**src/design/double_ended_queue_defines.svh**
```systemverilog
// Assertion macros for the double-ended queue.
// Used by the top level only; relies on clk and arst_n being in scope.
`ifndef DOUBLE_ENDED_QUEUE_DEFINES_SVH
`define DOUBLE_ENDED_QUEUE_DEFINES_SVH

// The consequent must hold in the same cycle as the antecedent.
`define DEQ_ASSERT_SAME(label, ante, cons) \
	label: assert property (@(posedge clk) disable iff (!arst_n) (ante) |-> (cons)) \
		else $error("deque assertion failed");

// The consequent must hold in the cycle after the antecedent.
`define DEQ_ASSERT_NEXT(label, ante, cons) \
	label: assert property (@(posedge clk) disable iff (!arst_n) (ante) |=> (cons)) \
		else $error("deque assertion failed");

`endif

```
**src/design/deq_pkg.sv**
```systemverilog
// Shared types and codes for the double-ended queue.
// No dependencies; imported by every module of the block.
package deq_pkg;

	localparam int DEPTH_DEF = 64;

	typedef logic signed [31:0] data_t;

	typedef enum logic [2:0] {
		OP_ADD_FRONT = 3'd0,
		OP_ADD_REAR  = 3'd1,
		OP_DEL_FRONT = 3'd2,
		OP_DEL_REAR  = 3'd3,
		OP_DUMP      = 3'd4
	} op_e;

	typedef enum logic [2:0] {
		KIND_DONE  = 3'd0,
		KIND_ELEM  = 3'd1,
		KIND_EMPTY = 3'd2,
		KIND_UNDER = 3'd3,
		KIND_OVER  = 3'd4
	} kind_e;

	typedef struct packed {
		logic [2:0] op;
		data_t      value;
	} req_t;

	typedef struct packed {
		data_t      element;
		logic [2:0] kind;
		logic       last;
	} rsp_t;

	// Command broadcast to every cell of the chain.
	typedef enum logic [2:0] {
		CELL_HOLD,
		CELL_PUSH_FRONT,
		CELL_PUT_REAR,
		CELL_POP_FRONT,
		CELL_ROTATE
	} cell_op_e;

	typedef struct packed {
		cell_op_e op;
		data_t    value;
	} cell_cmd_t;

	typedef enum logic {
		ST_IDLE,
		ST_DUMP
	} state_e;

endpackage

```
**src/design/deq_ctrl.sv**
```systemverilog
// Sequencer of the deque: occupancy count, dump walk and result register.
// Depends on deq_pkg; drives the command shared by all cells.
module deq_ctrl import deq_pkg::*; #(
	parameter int DEPTH = DEPTH_DEF,
	localparam int OCC_W = $clog2(DEPTH + 1)
) (
	input  logic             clk,
	input  logic             arst_n,
	input  logic             req_valid,
	output logic             req_stall,
	input  req_t             req,
	output logic             rsp_valid,
	input  logic             rsp_stall,
	output rsp_t             rsp,
	input  data_t            head,
	output cell_cmd_t        cell_cmd,
	output logic [OCC_W-1:0] occ
);

	state_e           state_q, state_d;
	logic [OCC_W-1:0] occ_q, occ_d;
	logic [OCC_W-1:0] cnt_q, cnt_d;
	logic             rsp_valid_q;
	rsp_t             rsp_q, rsp_d;
	logic             load;
	logic             out_free;
	logic             accept;
	logic             full;
	logic             empty;

	assign out_free  = !rsp_valid_q || !rsp_stall;
	assign req_stall = (state_q != ST_IDLE) || !out_free;
	assign accept    = req_valid && !req_stall;
	assign full      = (occ_q == OCC_W'(DEPTH));
	assign empty     = (occ_q == '0);

	always_ff @(posedge clk or negedge arst_n) begin
		if (!arst_n) begin
			state_q     <= ST_IDLE;
			occ_q       <= '0;
			cnt_q       <= '0;
			rsp_valid_q <= 1'b0;
		end else begin
			state_q <= state_d;
			occ_q   <= occ_d;
			cnt_q   <= cnt_d;
			if (load) begin
				rsp_valid_q <= 1'b1;
			end else if (!rsp_stall) begin
				rsp_valid_q <= 1'b0;
			end
		end
	end

	always_ff @(posedge clk) begin
		if (load) begin
			rsp_q <= rsp_d;
		end
	end

	always_comb begin
		state_d        = state_q;
		occ_d          = occ_q;
		cnt_d          = cnt_q;
		load           = 1'b0;
		rsp_d.element  = '0;
		rsp_d.kind     = KIND_DONE;
		rsp_d.last     = 1'b1;
		cell_cmd.op    = CELL_HOLD;
		cell_cmd.value = req.value;
		unique case (state_q)
			ST_IDLE: begin
				if (accept) begin
					load = 1'b1;
					unique case (req.op)
						OP_ADD_FRONT, OP_ADD_REAR: begin
							if (full) begin
								rsp_d.kind = KIND_OVER;
							end else begin
								cell_cmd.op = (req.op == OP_ADD_FRONT) ?
									CELL_PUSH_FRONT : CELL_PUT_REAR;
								occ_d = occ_q + OCC_W'(1);
							end
						end
						OP_DEL_FRONT, OP_DEL_REAR: begin
							if (empty) begin
								rsp_d.kind = KIND_UNDER;
							end else begin
								if (req.op == OP_DEL_FRONT) begin
									cell_cmd.op = CELL_POP_FRONT;
								end
								occ_d = occ_q - OCC_W'(1);
							end
						end
						OP_DUMP: begin
							if (empty) begin
								rsp_d.kind = KIND_EMPTY;
							end else begin
								// The first element is taken from the head in the cycle of acceptance.
								rsp_d.element = head;
								rsp_d.kind    = KIND_ELEM;
								rsp_d.last    = (occ_q == OCC_W'(1));
								cell_cmd.op   = CELL_ROTATE;
								if (occ_q != OCC_W'(1)) begin
									state_d = ST_DUMP;
									cnt_d   = OCC_W'(1);
								end
							end
						end
						default: begin
						end
					endcase
				end
			end
			ST_DUMP: begin
				if (out_free) begin
					load          = 1'b1;
					rsp_d.element = head;
					rsp_d.kind    = KIND_ELEM;
					rsp_d.last    = (cnt_q + OCC_W'(1) == occ_q);
					cell_cmd.op   = CELL_ROTATE;
					cnt_d         = cnt_q + OCC_W'(1);
					if (cnt_q + OCC_W'(1) == occ_q) begin
						state_d = ST_IDLE;
					end
				end
			end
			default: state_d = ST_IDLE;
		endcase
	end

	assign rsp_valid = rsp_valid_q;
	assign rsp       = rsp_q;
	assign occ       = occ_q;

endmodule

```
**config.mk**
```make
export PLATFORM = sky130hd
export DESIGN_NAME = deq_ctrl
export DESIGN_NICKNAME = d
export VERILOG_FILES = /design/src/design/double_ended_queue_defines.svh /design/src/design/deq_pkg.sv /design/src/design/deq_ctrl.sv
export SDC_FILE = /design/constraint.sdc
export NUM_CORES = 1
export LEC_CHECK = 0
export ABC_AREA = 1
export BUFFER_PORTS_ARGS = -buffer_cell sky130_fd_sc_hd__buf_2
export CAP_MARGIN = 15
export CORE_ASPECT_RATIO = 1.1
export CORE_MARGIN = 3
export CORE_UTILIZATION = 50
export DETAILED_ROUTE_END_ITERATION = 10
export PLACE_DENSITY = 0.83
export SLEW_MARGIN = 10
export SYNTH_ARGS = -nofsm -noshare
export SYNTH_HDL_FRONTEND = slang
export SYNTH_SLANG_ARGS = --single-unit
```
**constraint.sdc**
```tcl
create_clock -name clk -period 6.44 [get_ports clk]
set_clock_uncertainty 0.2 [all_clocks]
set_input_delay 0.966 -clock clk [delete_from_list [all_inputs] [get_ports clk]]
set_output_delay 0.966 -clock clk [all_outputs]
set_load 0.05 [all_outputs]
```
======== After elaboration in Yosys (flattened, before gate mapping) ========
Index checks and enable logic that the tools add are counted.
storage, ports and cells
  input bits .............................. 71
  flip-flop bits (word level) ............. 52
  word-level logic and storage cells ...... 82
  output and inout port bits .............. 80
cells by class
  muxes and demuxes ....................... 41
  bitwise gates (word level) .............. 1
  add/sub/neg operators ................... 3
  equality and inequality tests ........... 16
  reductions and logical operators ........ 14
operator list
  operator               count
  $mux W36               2
  $pmux W36 S2           1
  $mux W32               2
  $mux W7                7
  $pmux W7 S2            2
  $pmux W3 S3            2
  $add A7 B1 Y7 const B  2
  $mux W1                12
  $mux W2                6
  $mux W3                4
  $ne A2 B2 Y1 const B   5
  $reduce_and A5 Y1      2
  $eq A7 B1 Y1 const B   1
  $eq A7 B7 Y1           1
  $eq A7 B7 Y1 const B   1
  $logic_not A7 Y1       1
  $ne A7 B1 Y1 const B   1
  $sub A7 B1 Y7 const B  1
  $eq A3 B2 Y1 const B   2
  $ne A2 B1 Y1 const B   3
  $pmux W3 S2            1
  $logic_not A1 Y1       4
  $pmux W1 S2            2
  $reduce_or A2 Y1       2
  7 further kinds        8

======== Depth between registers and ports, before layout ========
  depth after elaboration ................. 9
  mapped depth ............................ 12
  mapped depth without buffers ............ 12

======== Least setup slack after synthesis ========
OpenSTA, ideal clock, no wires.
  path type ............................... input port to output port
  from .................................... input req[34] in the netlist's numbering
  to ...................................... output cell_cmd[33] in the netlist's numbering
  arrival time ............................ 2.273 ns
  stages .................................. 5
  path buffers ............................ 0
  required time ........................... 5.274 ns
  slack ................................... 3.001 ns
  cell sequence ........................... inv_1 -> nand2_1 -> nor3_1 -> a31oi_1 -> nor2_1
RTL lines
  what         line            source
  from (decl)  deq_ctrl.sv:11  input req_t req,
  to (decl)    deq_ctrl.sv:16  output cell_cmd_t cell_cmd,

==> flow_summary.toml <==
[outcome]
outcome = "finished clean"

[layout]
multi_input_area_um2 = 991
drive_gt1_share_pct = 32.8
antenna-diode-count = 0
ff_latch_area_um2 = 1480
final_cells = 464
stdcell_area_um2 = 3350
finish.utilization_pct = 57.7
area.growth.synth_to_final_pct = 11.3
fillCellCount = 520
nets = 462

[placed_design]
gp_congestion = 0.827
dpl.hpwl_um = 4830
place.port_buffers = 86
dp.cells = 456
placed_cell_area_um2 = 3230

[routing]
drtPass1Iterations = 6
avgRoutedWirePerCell_um = 13.5
ant_nets = 0
vias = 2217
drt_iter0_markers = 76
viasPerCell = 4.78
wirelength_um = 6240
drcViolationCount = 0

[global_routing]
overflow = 0
grt_max_degree = 37
antenna_found_initial = 0
grt_pass1_vias = 2103
grtUsageTotal_pct = 17.8
grt_first_pass_wirelength_um = 9780

[logic_synthesis]
postSynthAreaPerCell_um2 = 9.14
seq_area_frac_synth_pct = 49.3
syn_inst = 329
synth_compound_area_share_pct = 4.16
ys.warnings.count = 0
syn-num-nets = 405
synthMuxAreaShare_pct = 0.749
syn_area_um2 = 3010
yosys.area_share.simple_pct = 21.9
synth_ff_type = "edfxtp_1"
yosys_register_bits = 52
yosysUniqueCellTypes = 31
async_flop_share_pct = 30.8
synth-xor-area-share_pct = 4.08
synth-edff-count = 36
synth_top_family_by_area = "simple AND/OR/NAND/NOR gates"
synthAdderAreaFrac_pct = 2.08

[sta]
slew_viol_final = 0
slew_headroom_pct = 68.3
final-hold-violation-count = 0
setup_viol = 0
fmax_mhz = 292
min_period_ns = 3.43
fin_setup_tns_ns = 0
tightest_slew_ns = 0.475
rsz0062_at_grt = "no"
period_share_pct = 53.3

[setup_path]
end_kind = "output pin"
crit_required_ns = 5.27
crit_fanout = 9
critPathKind = "input port to output pin"
start_kind = "input port"
arrival_ns = 2.26

[power]
power.density_nw_per_um2 = 597
max-vdd-ir-drop_v = 0.000303
p_leak_uw = 0.00170

[clocking]
tritoncts = "yes"
numCtsBuffers = 5
htree_levels = 2
postCtsHoldBufs = 0
clockBufferDepth = 2
clkLatencyLatePin_ns = 0.31
cts_sinks = 52
cts_resized = 0
clkTransAtPathRegs_ns = 0.10
postCtsSetupRepairBufs = 0
cts_root_buf = "clkbuf_8"

[floorplanning]
fp.dieH_um = 87.3
die_x_um = 80.0
rows = 29
ios = 151
core_um2 = 5810
start_util_pct = 51.8
die-area_um2 = 6980

[job]
max_cap_violations = 0

[worst_hold_path]
hold_path.class = "flip-flop to flip-flop"
==> stage by stage <==
step	hold slack, ns	total power (uW)	worst slack (ns)
global route	0.383	2120	2.81
floorplan	0.313	1610	3.00
finish	0.347	2000	3.01
CTS	0.353	2010	2.99
detailed placement	0.327	1780	3.00
global placement	0.323	1750	3.05
==> sequential cells by signal, indices dropped and copies added, names as in the netlist <==
signal     cells
occ            7
state_q        1
rsp_valid      1
cnt_q          7
rsp           36
==> final timing paths <==
path | startpoint | to | slack [ns] | depth (start not counted)
max in group asynchronous | arst_n | cnt_q[2]$_DFFE_PN0P_ | 5.40 | 1
setup reg to reg | occ[0]$_DFFE_PN0P_ | occ[2]$_DFFE_PN0P_ | 4.33 | 10
hold reg to reg | rsp_valid$_DFFE_PN0P_ | rsp_valid$_DFFE_PN0P_ | 0.35 | 2
hold / removal | rsp_valid$_DFFE_PN0P_ | rsp_valid$_DFFE_PN0P_ | 0.35 | 2
setup / recovery | req[34] | cell_cmd[32] | 3.01 | 7
min in group asynchronous | arst_n | cnt_q[5]$_DFFE_PN0P_ | 0.36 | 1
==> cell usage after synthesis (4+ instances only) <==
library cell | n | area [um^2]
inv_1 | 53 | 199
nand2_1 | 51 | 191
nor2_1 | 45 | 169
edfxtp_1 | 36 | 1080
buf_4 | 32 | 240
nand3_1 | 18 | 90.1
dfrtp_1 | 16 | 400
xor2_1 | 11 | 96.3
nand2_2 | 8 | 50.1
o21ai_0 | 7 | 35.0
ha_1 | 5 | 62.6
nor2_4 | 5 | 56.3
o21ai_2 | 5 | 43.8
inv_2 | 4 | 15.0
==> layout make-up <==
type	count	area share [%]
well taps	77	2.88
multi-input cells	181	29.6
clock inverters	3	1.38
repair buffers	87	13.1
flip-flops and latches	52	44.2
clock buffers	5	2.06
inverters	59	6.76
==> placed cells by master (no fill, tap or decap) <==
cell,Yosys,routed
buf_2,0,86
inv_1,53,53
nand2_1,51,51
nor2_1,45,45
edfxtp_1,36,36
nand3_1,18,18
dfrtp_1,16,16
xor2_1,11,11
nand2_2,8,8
o21ai_0,7,7
nor2_4,5,5
o21ai_2,5,5
ha_1,5,5
clkbuf_8,0,5
inv_2,4,4
nor3_1,3,3
nand3_2,3,3
xnor2_1,3,3
nand4_1,3,3
o22ai_1,3,3
a31oi_1,2,2
inv_4,2,2
a21oi_1,2,2
mux2_2,2,2
nand2_4,1,1
nor2_2,1,1
nand3b_1,1,1
nand4_2,1,1
o21ai_1,1,1
inv_6,0,1
bufinv_16,0,1
clkinvlp_4,0,1
buf_4,32,1
==> metal layers <==
metal / GRT usage [%] / vias up / share of wire (%)
li1: - / 1113 / -
met1: 20.8 / 995 / 41
met2: 32.6 / 93 / 50
met3: 3.73 / 16 / 8.0
met4: 4.76 / 0 / 1.6
met5: 0 / - / 0
==> where the power goes <==
group	internal (uW)	switching (uW)	leakage [uW]
combinational	247	863	0.00108
sequential	569	92.8	0.000558
clock	117	111	0.0000548
==> logic make-up after synthesis <==
kind of cell | count (synthesis)
AOI/OAI and AO/OA | 20
xor gates and xnor gates | 14
adders and majority gates | 5
buffers and inverters | 96
DFF | 52
muxes | 2
and+or+nand+nor | 140
==> worst max-delay path, cell delays in order <==
cell and delay [ns]:
buf_2 0.13, inv_1 0.15, nand2_1 0.28, nor3_1 0.31
a31oi_1 0.07, nor2_1 0.09, buf_2 0.27
Note: power is estimated with default switching activity, not from simulation.
