===== src/design/double_ended_queue_defines.svh =====
// Assertion macros for the double-ended queue.
// Used by the top level only; relies on clk and arst_n being in scope.
`ifndef DOUBLE_ENDED_QUEUE_DEFINES_SVH
`define DOUBLE_ENDED_QUEUE_DEFINES_SVH

// The consequent must hold in the same cycle as the antecedent.
`define DEQ_ASSERT_SAME(label, ante, cons) \
	label: assert property (@(posedge clk) disable iff (!arst_n) (ante) |-> (cons)) \
		else $error("deque assertion failed");

// The consequent must hold in the cycle after the antecedent.
`define DEQ_ASSERT_NEXT(label, ante, cons) \
	label: assert property (@(posedge clk) disable iff (!arst_n) (ante) |=> (cons)) \
		else $error("deque assertion failed");

`endif


===== src/design/deq_pkg.sv =====
// Shared types and codes for the double-ended queue.
// No dependencies; imported by every module of the block.
package deq_pkg;

	localparam int DEPTH_DEF = 64;

	typedef logic signed [31:0] data_t;

	typedef enum logic [2:0] {
		OP_ADD_FRONT = 3'd0,
		OP_ADD_REAR  = 3'd1,
		OP_DEL_FRONT = 3'd2,
		OP_DEL_REAR  = 3'd3,
		OP_DUMP      = 3'd4
	} op_e;

	typedef enum logic [2:0] {
		KIND_DONE  = 3'd0,
		KIND_ELEM  = 3'd1,
		KIND_EMPTY = 3'd2,
		KIND_UNDER = 3'd3,
		KIND_OVER  = 3'd4
	} kind_e;

	typedef struct packed {
		logic [2:0] op;
		data_t      value;
	} req_t;

	typedef struct packed {
		data_t      element;
		logic [2:0] kind;
		logic       last;
	} rsp_t;

	// Command broadcast to every cell of the chain.
	typedef enum logic [2:0] {
		CELL_HOLD,
		CELL_PUSH_FRONT,
		CELL_PUT_REAR,
		CELL_POP_FRONT,
		CELL_ROTATE
	} cell_op_e;

	typedef struct packed {
		cell_op_e op;
		data_t    value;
	} cell_cmd_t;

	typedef enum logic {
		ST_IDLE,
		ST_DUMP
	} state_e;

endpackage


===== src/design/deq_cell.sv =====
// One storage cell of the deque chain; cell 0 holds the front element.
// Depends on deq_pkg.
module deq_cell import deq_pkg::*; #(
	parameter int DEPTH = DEPTH_DEF,
	parameter int IDX   = 0,
	localparam int OCC_W = $clog2(DEPTH + 1)
) (
	input  logic             clk,
	input  cell_cmd_t        cmd,
	input  logic [OCC_W-1:0] occ,
	input  data_t            left,
	input  data_t            right,
	input  data_t            head,
	output data_t            data
);

	data_t data_q;

	always_ff @(posedge clk) begin
		unique case (cmd.op)
			CELL_PUSH_FRONT: data_q <= left;
			CELL_PUT_REAR: begin
				if (occ == OCC_W'(IDX)) begin
					data_q <= cmd.value;
				end
			end
			CELL_POP_FRONT: data_q <= right;
			// The rear occupied cell takes the front element, so the ring closes.
			CELL_ROTATE: data_q <= (occ == OCC_W'(IDX + 1)) ? head : right;
			default: begin
			end
		endcase
	end

	assign data = data_q;

endmodule


===== config.mk =====
export PLATFORM = sky130hd
export DESIGN_NAME = deq_cell
export DESIGN_NICKNAME = d
export VERILOG_FILES = /design/src/design/double_ended_queue_defines.svh /design/src/design/deq_pkg.sv /design/src/design/deq_cell.sv
export SDC_FILE = /design/constraint.sdc
export NUM_CORES = 1
export LEC_CHECK = 0
export ABC_CLOCK_PERIOD_IN_PS = 4700
export BUFFER_PORTS_ARGS = -buffer_cell sky130_fd_sc_hd__buf_2
export CAP_MARGIN = 20
export CORE_AREA = 5 5 80 82
export DETAILED_ROUTE_END_ITERATION = 16
export DIE_AREA = 0 0 85 87
export GPL_ROUTABILITY_DRIVEN = 0
export PLACE_DENSITY_LB_ADDON = 0.08
export REMOVE_ABC_BUFFERS = 1
export SLEW_MARGIN = 25
export SYNTH_ARGS = -nofsm -noshare
export SYNTH_HDL_FRONTEND = slang
export SYNTH_SLANG_ARGS = --single-unit
export TNS_END_PERCENT = 5

===== constraint.sdc =====
create_clock -name clk -period 4.7 [get_ports clk]
set_input_delay 0.705 -clock clk [delete_from_list [all_inputs] [get_ports clk]]
set_output_delay 0.705 -clock clk [all_outputs]
set_load 0.005 [all_outputs]

[Word-level counts from Yosys, hierarchy flattened]
Cells that the tools add are included.
Storage, ports and cells
  bits in registers: 32
  latch bits: 0
  bits in writable memories: 0
  memory bits (read-only): 0
  bits of input ports: 139
  output and inout bits: 32
  word-level logic and storage cells: 13
  memories kept: 0
Operators by class
  add/subtract/negate cells: 0
  multipliers: 0
  div/mod/pow operators: 0
  $lt $le $gt $ge: 0
  eq/ne operators: 6
  shifts and indexed selects: 0
  muxes and demuxes: 3
  bitwise gates (word level): 0
  reductions and logical operators: 3
Operator list (number)
  32-bit one-hot mux with 4 select lines: 1
  32-bit two-way mux: 2
  7-bit by 1-bit == test with 1-bit output, second input constant: 1
  7-bit logical NOT: 1
  3-bit by 2-bit == test with 1-bit output, second input constant: 2
  4-bit nonzero test: 1
  3-bit by 1-bit == test with 1-bit output, second input constant: 1
  3-bit == test, second input constant: 1
  2-bit inequality test, second input constant: 1
  2-bit AND reduction: 1

[Logic depth before layout (Yosys ltp)]
Gate-level depths: netlist of run 1.
  depth after elaboration: 3
  gate-level depth with buffers: 7
  gate-level depth less buffers: 4

[Least setup slack after synthesis of run 1]
OpenSTA, ideal clock, no wires.
  path type: input to register
  start point: input port occ[1]
  end point: register data_q[0], in the netlist data[0] (enable)
  setup time: 0.466 ns
  data arrival time: 3.610 ns
  required time: 4.234 ns
  path slack: 0.624 ns
  stages: 3
  path buffers: 0
  cells stage by stage: nor4_1 a41oi_1 o21ai_0
On the way
  word-level cells in the longest chain between the ends: 3
Ends and longest elaborated chain
  start: declaration: RTL line deq_cell.sv:10  | input logic [OCC_W-1:0] occ,
  7-bit logical NOT: RTL line deq_cell.sv:23  | if (occ == OCC_W'(IDX)) begin
  2-bit inequality test (no line)
  2-bit AND reduction (no line)
  end signal: assignment: RTL line deq_cell.sv:21  | CELL_PUSH_FRONT: data_q <= left;
  end signal: assignment: RTL line deq_cell.sv:24  | data_q <= cmd.value;
  end signal: assignment: RTL line deq_cell.sv:27  | CELL_POP_FRONT: data_q <= right;
  end: declaration: RTL line deq_cell.sv:17  | data_t data_q;
No other way between the ends.
A chain may end at the register's enable or synchronous reset.

[Final worst setup path of run 1]
  start point: input port cmd[32] in the netlist's numbering
  end point: register data_q[5], in the netlist data[5] (data pin)
On the way
  word-level cells in the longest chain between the ends: 2
  elaborated cells between the ends (all ways): 5
Ends and longest elaborated chain
  start: declaration: RTL line deq_cell.sv:9  | input cell_cmd_t cmd,
  3-bit == test, or another cell as far along: RTL line deq_cell.sv:20  | unique case (cmd.op)
  32-bit one-hot mux with 4 select lines *: RTL line deq_cell.sv:20
Every way passes the cells marked *; elsewhere a longest branch is shown, timed or not.

==> qor.csv, run 1 <==
stage;metric;value;unit
yosys;Async S/R FF share, synth;0;
floorplanning;core area;0.00568;mm2
drt;M1 wire length;3110;um
critical_path;Data required, critical path;4.82;ns
grt;vias in the first global route;2638;
sta;final hold slack;0.742;ns
placed_design;pre-CTS WS;1.41;ns
finish;multi-input logic area;0.00112;mm2
finish;share of cells above drive strength 1;0.442;
sta;Final Cycle Share;0.634;
placed_design;PortBufs;170;
yosys;Yosys cell types;23;
floorplanning;IO Pins;171;
floorplanning;Die H;87;um
clocking;CTS tree;built;
clocking;Root Buffer;clkbuf_8;
clocking;total number of H-tree levels;2;
pwr;Pwr Density;241;mW/mm2
grt;global-route wire length before repair;12400;um
sta;Worst Max-Slew Pin Slew;0.933;ns
grt;Global Route Usage Sum;0.209;
drt;met3 wire length;736;um
yosys;compound-gate portion of the synthesized area;0.289;
pwr;Worst VDD drop;0.104;mV
min_path;hold path start;left[2];
clocking;Post-CTS Hold Fix Bufs;0;
clocking;CTS Buffer Depth;2;
min_path;hold-critical path endpoint;data[2];
floorplanning;Die X;85;um
critical_path;Worst Setup End Kind;flop;
yosys;Post-synth EDFFs;32;
placed_design;dpl hpwl;5770;um
yosys;multiplexer share of the synthesized area;0.00464;
sta;Fin. Hold Viols;0;
sta;max-slew violations;0;
sta;fin crit period;2.98;ns
yosys;Synth Area in XOR/XNOR;0;
sta;RSZ-0062 raised after global routing;no;
drt;drt initial violations;172;
pwr;final total power;0.765;mW
sta;Peak Freq;336;MHz
yosys;post-synthesis adder-cell area fraction;0;
drt;DR vias;2608;
yosys;dominant cell type by area after synthesis;edfxtp_1;
drt;DRC viols;0;
finish;Filler cells;584;
job;max cap viols;0;
yosys;dominant cells by area after synthesis;edfxtp_1 45%, a2bb2oi_1 12%, o21ai_0 7.7%, a21oi_1 7.0%, nor3_1 7.0%;
outcome;status;completed;
yosys;Simple-Gate Fraction of Synth Area;0.210;
yosys;instance count of the mapped netlist;260;
sta;post-route setup TNS;0;ns
drt;Post-DRT Antenna Nets;0;
finish;Finished Layout Cells;494;
yosys;commonest cells in the synthesized netlist;33 x nand2_1, 33 x o21ai_0, 32 x edfxtp_1, 32 x nor2_1;
grt;largest net degree at the start of global routing;36;
clocking;total CTS buffers;5;
drt;Avg WL per Cell;16.4;um
critical_path;critical path fanouts, max;35;
floorplanning;cell row count;28;
finish;max FFs per register;32;
drt;DRT Pass-1 Iters;5;
yosys;largest family of logic cells by synthesized area;compound AO/OA/AOI/OAI gates;
yosys;Mean Syn Cell Area;8.30;um2
finish;nets@finish;558;
sta;Slew HR;0.378;
pwr;Leak;1.40;nW
yosys;area share of the largest cell type after synthesis;0.445;
min_path;HP Class;input port to flop;
clocking;CTS Sinks;32;
finish;diode count;0;
clocking;post_cts resized;0;
yosys;post-synthesis sequential area ratio;0.445;
floorplanning;die area;0.00740;mm2
sta;Final WS setup;1.72;ns
clocking;Worst-path clk slew;0.07;ns
critical_path;Crit Path Category;input port to flop;
clocking;Post-CTS Setup Bufs;0;
critical_path;CP Launch Type;input port;
yosys;synthesized flop and latch total;32;
finish;P&R area growth vs syn;46.9;%
yosys;Synth Cell Area;0.00216;mm2
yosys;Yosys Warn Count;0;
drt;Top Layer Used;met4;
sta;final setup fails;0;
placed_design;number of placed cells counting well taps;486;
finish;Sequential Area;961;um2
drt;routed wire length;8080;um
yosys;top_reg_cell synth;edfxtp_1;
drt;met2 wire length;4090;um
critical_path;Worst Path Arrival;3.10;ns
min_path;Hold Path Depth;3;
floorplanning;Starting Density;0.380;
drt;vias per cell;5.28;
grt;Remaining Overflow, GRT;0;
grt;antenna violations before repair;0;
==> critical path, cell delays in order <==
cell and delay, ns:
buf_2 0.31, or3b_1 0.72, and4bb_1 0.76, buf_4 0.36, nand2_1 0.08, a21oi_1 0.15
==> placed cells by master (no fill, tap or decap), drive strengths merged <==
cell type  synthesis  layout
buf                7     176
o21ai             33      33
nand2             33      33
nor2              32      32
edfxtp            32      32
nor3              30      30
a2bb2oi           30      30
a21oi             30      30
clkbuf            17       6
nand2b             3       3
a31oi              2       2
or3b               1       1
nor4               1       1
nand3              1       1
mux2i              1       1
o21a               1       1
nand3b             1       1
o221ai             1       1
o31a               1       1
inv                1       1
and4bb             1       1
a41oi              1       1
clkinv             0       1
==> where the power goes <==
group	switching (mW)	leakage, nW	internal, mW	total (mW)
Combinational	0.100	1.05	0.100	0.201
Clock	0.101	0.0410	0.101	0.202
Sequential	0.00743	0.307	0.355	0.363
Total	0.209	1.40	0.556	0.765
==> metrics by stage <==
stage	area, um2	util
2_1_floorplan	2050	-
3_3_place_gp	3050	0.537
3_5_place_dp	3080	0.542
4_1_cts	3160	0.556
5_1_grt	3170	0.559
6_report	3170	0.559
==> routing by layer <==
metal  up-vias  track usage
met5         -            0
met3        14       0.0445
met4         0       0.0691
met2       143        0.362
met1      1170        0.259
li1       1281            -
==> cell type report <==
| type | instances | area share |
|---|---|---|
| clock inverter | 1 | 0.00158 |
| timing repair buffer | 176 | 0.290 |
| sequential | 32 | 0.303 |
| clock buffer | 6 | 0.0229 |
| tap | 75 | 0.0296 |
| inverter | 1 | 0.00118 |
| multi-input combinational | 203 | 0.352 |
==> how the worst max path moves through the flow <==
| stage | startpoint | end | slack [ns] | depth (start not counted) |
|---|---|---|---|---|
| 4_1_cts | cmd[32] | data[22] | 1.69 | 6 |
| 6_report | cmd[32] | data[5] | 1.72 | 6 |
| 2_1_floorplan | occ[1] | data[0] | 0.62 | 3 |
| 5_1_grt | cmd[32] | data[22] | 1.49 | 6 |
| 3_3_place_gp | cmd[32] | data[3] | 1.45 | 5 |
| 3_5_place_dp | cmd[32] | data[30] | 1.41 | 6 |
==> logic make-up (layout without fill, tap and decap cells) <==
| logic type | count (synthesis) | after routing |
|---|---|---|
| flip-flops | 32 | 32 |
| AO/OA/AOI/OAI | 99 | 99 |
| buffers and inverters | 25 | 184 |
| AND/OR/NAND/NOR | 103 | 103 |
| multiplexers | 1 | 1 |
Power figures use the tool's default switching activity.
==> run 2: changes to the inputs <==
--- a/config.mk
+++ b/config.mk
@@ -5,12 +5,12 @@
 export SDC_FILE = /design/constraint.sdc
 export NUM_CORES = 1
 export LEC_CHECK = 0
-export ABC_CLOCK_PERIOD_IN_PS = 4700
+export ABC_CLOCK_PERIOD_IN_PS = 2600
 export BUFFER_PORTS_ARGS = -buffer_cell sky130_fd_sc_hd__buf_2
 export CAP_MARGIN = 20
-export CORE_AREA = 5 5 80 82
+export CORE_AREA = 5 5 84 86
 export DETAILED_ROUTE_END_ITERATION = 16
-export DIE_AREA = 0 0 85 87
+export DIE_AREA = 0 0 89 91
 export GPL_ROUTABILITY_DRIVEN = 0
 export PLACE_DENSITY_LB_ADDON = 0.08
 export REMOVE_ABC_BUFFERS = 1
==> constraint.sdc (replaced) <==
create_clock -name clk -period 2.6 [get_ports clk]
set_input_delay 0.39 -clock clk [delete_from_list [all_inputs] [get_ports clk]]
set_output_delay 0.39 -clock clk [all_outputs]
set_load 0.005 [all_outputs]
==> run 2 against run 1 <==
Combinational power increased by 83%. Clock-buffer cell count increased by 1. Flip-flop and latch count did not move. Via count is 0.92% lower. Global-route usage down 0.84 points. Utilization shrank 4.0 points. First-iteration DRC count fell by 39%. Worst setup slack worse by 0.93 ns. Largest cell class unchanged.
==> qor.csv, run 2 (synthesis results as in run 1) <==
stage;metric;value;unit;change
outcome;status;completed;;unchanged
pwr;Worst VDD drop;0.199;mV;was 0.104 mV
finish;nets@finish;564;;was 558
sta;Slew HR;0.679;;was 0.378
sta;Final Cycle Share;0.696;;
sta;Peak Freq;553;MHz;
drt;Avg WL per Cell;16.3;um;was 16.4 um
sta;RSZ-0062 raised after global routing;no;;unchanged
grt;GRT busiest layer;met2;;unchanged
grt;met3 Use GR;0.0525;;was 0.0445
critical_path;Crit Path Category;input port to flop;;unchanged
grt;grt met1 use;0.252;;was 0.259
grt;vias in the first global route;2653;;was 2638
clocking;CTS tree;built;;unchanged
pwr;Pwr Density;437;mW/mm2;was 241 mW/mm2
clocking;CTS Sinks;32;;unchanged
grt;Global Route Usage Sum;0.201;;was 0.209
floorplanning;Die H;91;um;was 87 um
finish;cell area after layout;0.00322;mm2;was 0.00317 mm2
sta;max-slew violations;0;;unchanged
clocking;Worst-path clk slew;0.07;ns;about the same
critical_path;Worst Path Arrival;1.94;ns;was 3.10 ns
grt;antenna violations before repair;0;;unchanged
critical_path;Worst Setup End Kind;flop;;unchanged
clocking;CTS Buffer Depth;2;;unchanged
drt;vias per cell;5.14;;was 5.28
critical_path;CP bufs+invs;2;;unchanged
grt;global-route wire length before repair;12800;um;was 12400 um
critical_path;CP Launch Type;input port;;unchanged
clocking;total CTS buffers;5;;unchanged
placed_design;number of placed cells counting well taps;495;;was 486
drt;Post-DRT Antenna Nets;0;;unchanged
critical_path;Data required, critical path;2.73;ns;was 4.82 ns
clocking;total number of H-tree levels;2;;unchanged
floorplanning;Starting Density;0.348;;was 0.380
finish;Finished Layout Cells;503;;was 494
drt;DR vias;2584;;was 2608
clocking;Root Buffer;clkbuf_8;;unchanged
critical_path;Critical Path Max Stage Delay;0.50;ns;was 0.76 ns
floorplanning;cell row count;29;;was 28
placed_design;dpl hpwl;5960;um;was 5770 um
grt;Remaining Overflow, GRT;0;;unchanged
finish;max FFs per register;32;;unchanged
sta;post-route setup TNS;0;ns;unchanged
critical_path;WP depth;6;;unchanged
critical_path;CP delay by family, top;compound AO/OA/AOI/OAI gates;;was simple AND/OR/NAND/NOR gates
finish;commonest non-fill, non-tap cell in the layout;buf_2;;unchanged
critical_path;worst path cell trace;buf_2 > or3b_1 > a31oi_4 > buf_12 > a2bb2oi_1 > a21oi_1;;was buf_2 > or3b_1 > and4bb_1 > buf_4 > nand2_1 > a21oi_1
finish;most frequent cells in the layout;170 x buf_2, 33 x nand2_1, 32 x nor2_1, 32 x o21ai_0, 32 x edfxtp_1;;was 170 x buf_2, 32 x nor2_1, 32 x o21ai_0, 32 x nand2_1, 32 x edfxtp_1
sta;fin crit period;1.81;ns;
drt;drt initial violations;105;;was 172
floorplanning;Die X;89;um;was 85 um
placed_design;DP Area;0.00314;mm2;was 0.00308 mm2
finish;P&R area growth vs syn;49.2;%;was 46.9%
drt;DRT Pass-1 Iters;4;;was 5
placed_design;PortBufs;170;;unchanged
drt;routed wire length;8200;um;was 8080 um
min_path;Hold Path Depth;3;;unchanged
pwr;final total power;1.41;mW;was 0.765 mW
floorplanning;die area;0.00810;mm2;was 0.00740 mm2
min_path;HP Class;input port to flop;;unchanged
sta;Worst Max-Slew Pin Slew;0.482;ns;was 0.933 ns
finish;diode count;0;;unchanged
sta;Fin. Hold Viols;0;;unchanged
grt;largest net degree at the start of global routing;35;;was 36
clocking;Post-CTS Hold Fix Bufs;0;;unchanged
grt;GR Util met2;0.330;;was 0.362
drt;DRC viols;0;;unchanged
floorplanning;core area;0.00620;mm2;was 0.00568 mm2
critical_path;critical path's slowest cell;or3b_1;;was and4bb_1
clocking;post_cts resized;0;;unchanged
pwr;Leak;1.43;nW;was 1.40 nW
clocking;Post-CTS Setup Bufs;0;;unchanged
job;max cap viols;0;;unchanged
sta;final setup fails;0;;unchanged
floorplanning;IO Pins;171;;unchanged
critical_path;critical path fanouts, max;19;;was 35
finish;share of cells above drive strength 1;0.444;;was 0.442
## run 2: cell type report
type | count | area, um2
clock buffers | 7 | 76.3
repair buffers | 182 | 966
multi-input cells | 203 | 1110
inverters | 1 | 3.75
flip-flops and latches | 32 | 961
clock inverters | 1 | 3.75
fillers | 615 | 2980
well taps | 77 | 96.3
## run 2: where the power goes
| group | switching [mW] | internal, mW |
|---|---|---|
| clock | 0.198 | 0.187 |
| sequential | 0.0126 | 0.642 |
| combinational | 0.182 | 0.186 |
## run 2: path summary, 6_finish.rpt
kind,from,end,slack [ns]
min,left[5],data[5],0.42
max,cmd[34],data[7],0.79
## run 2: stage by stage
step | worst slack [ns] | hold slack [ns] | utilization
floorplan | -1.16 | 0.620 | -
global placement | 0.580 | 0.707 | 0.506
detailed placement | 0.476 | 0.713 | 0.506
CTS | 0.801 | 0.415 | 0.519
global route | 0.687 | 0.424 | 0.519
finish | 0.792 | 0.422 | 0.519
## run 2: layer usage
| metal | part of all wire | vias to the layer above |
|---|---|---|
| met2 | 0.48 | 142 |
| met5 | 0 | - |
| met4 | 0.021 | 0 |
| li1 | - | 1299 |
| met3 | 0.11 | 14 |
| met1 | 0.39 | 1129 |
## run 2: worst min-delay path, cell delays in order
cell	delay, ns
buf_2	0.07
nor2_1	0.03
a21oi_1	0.10
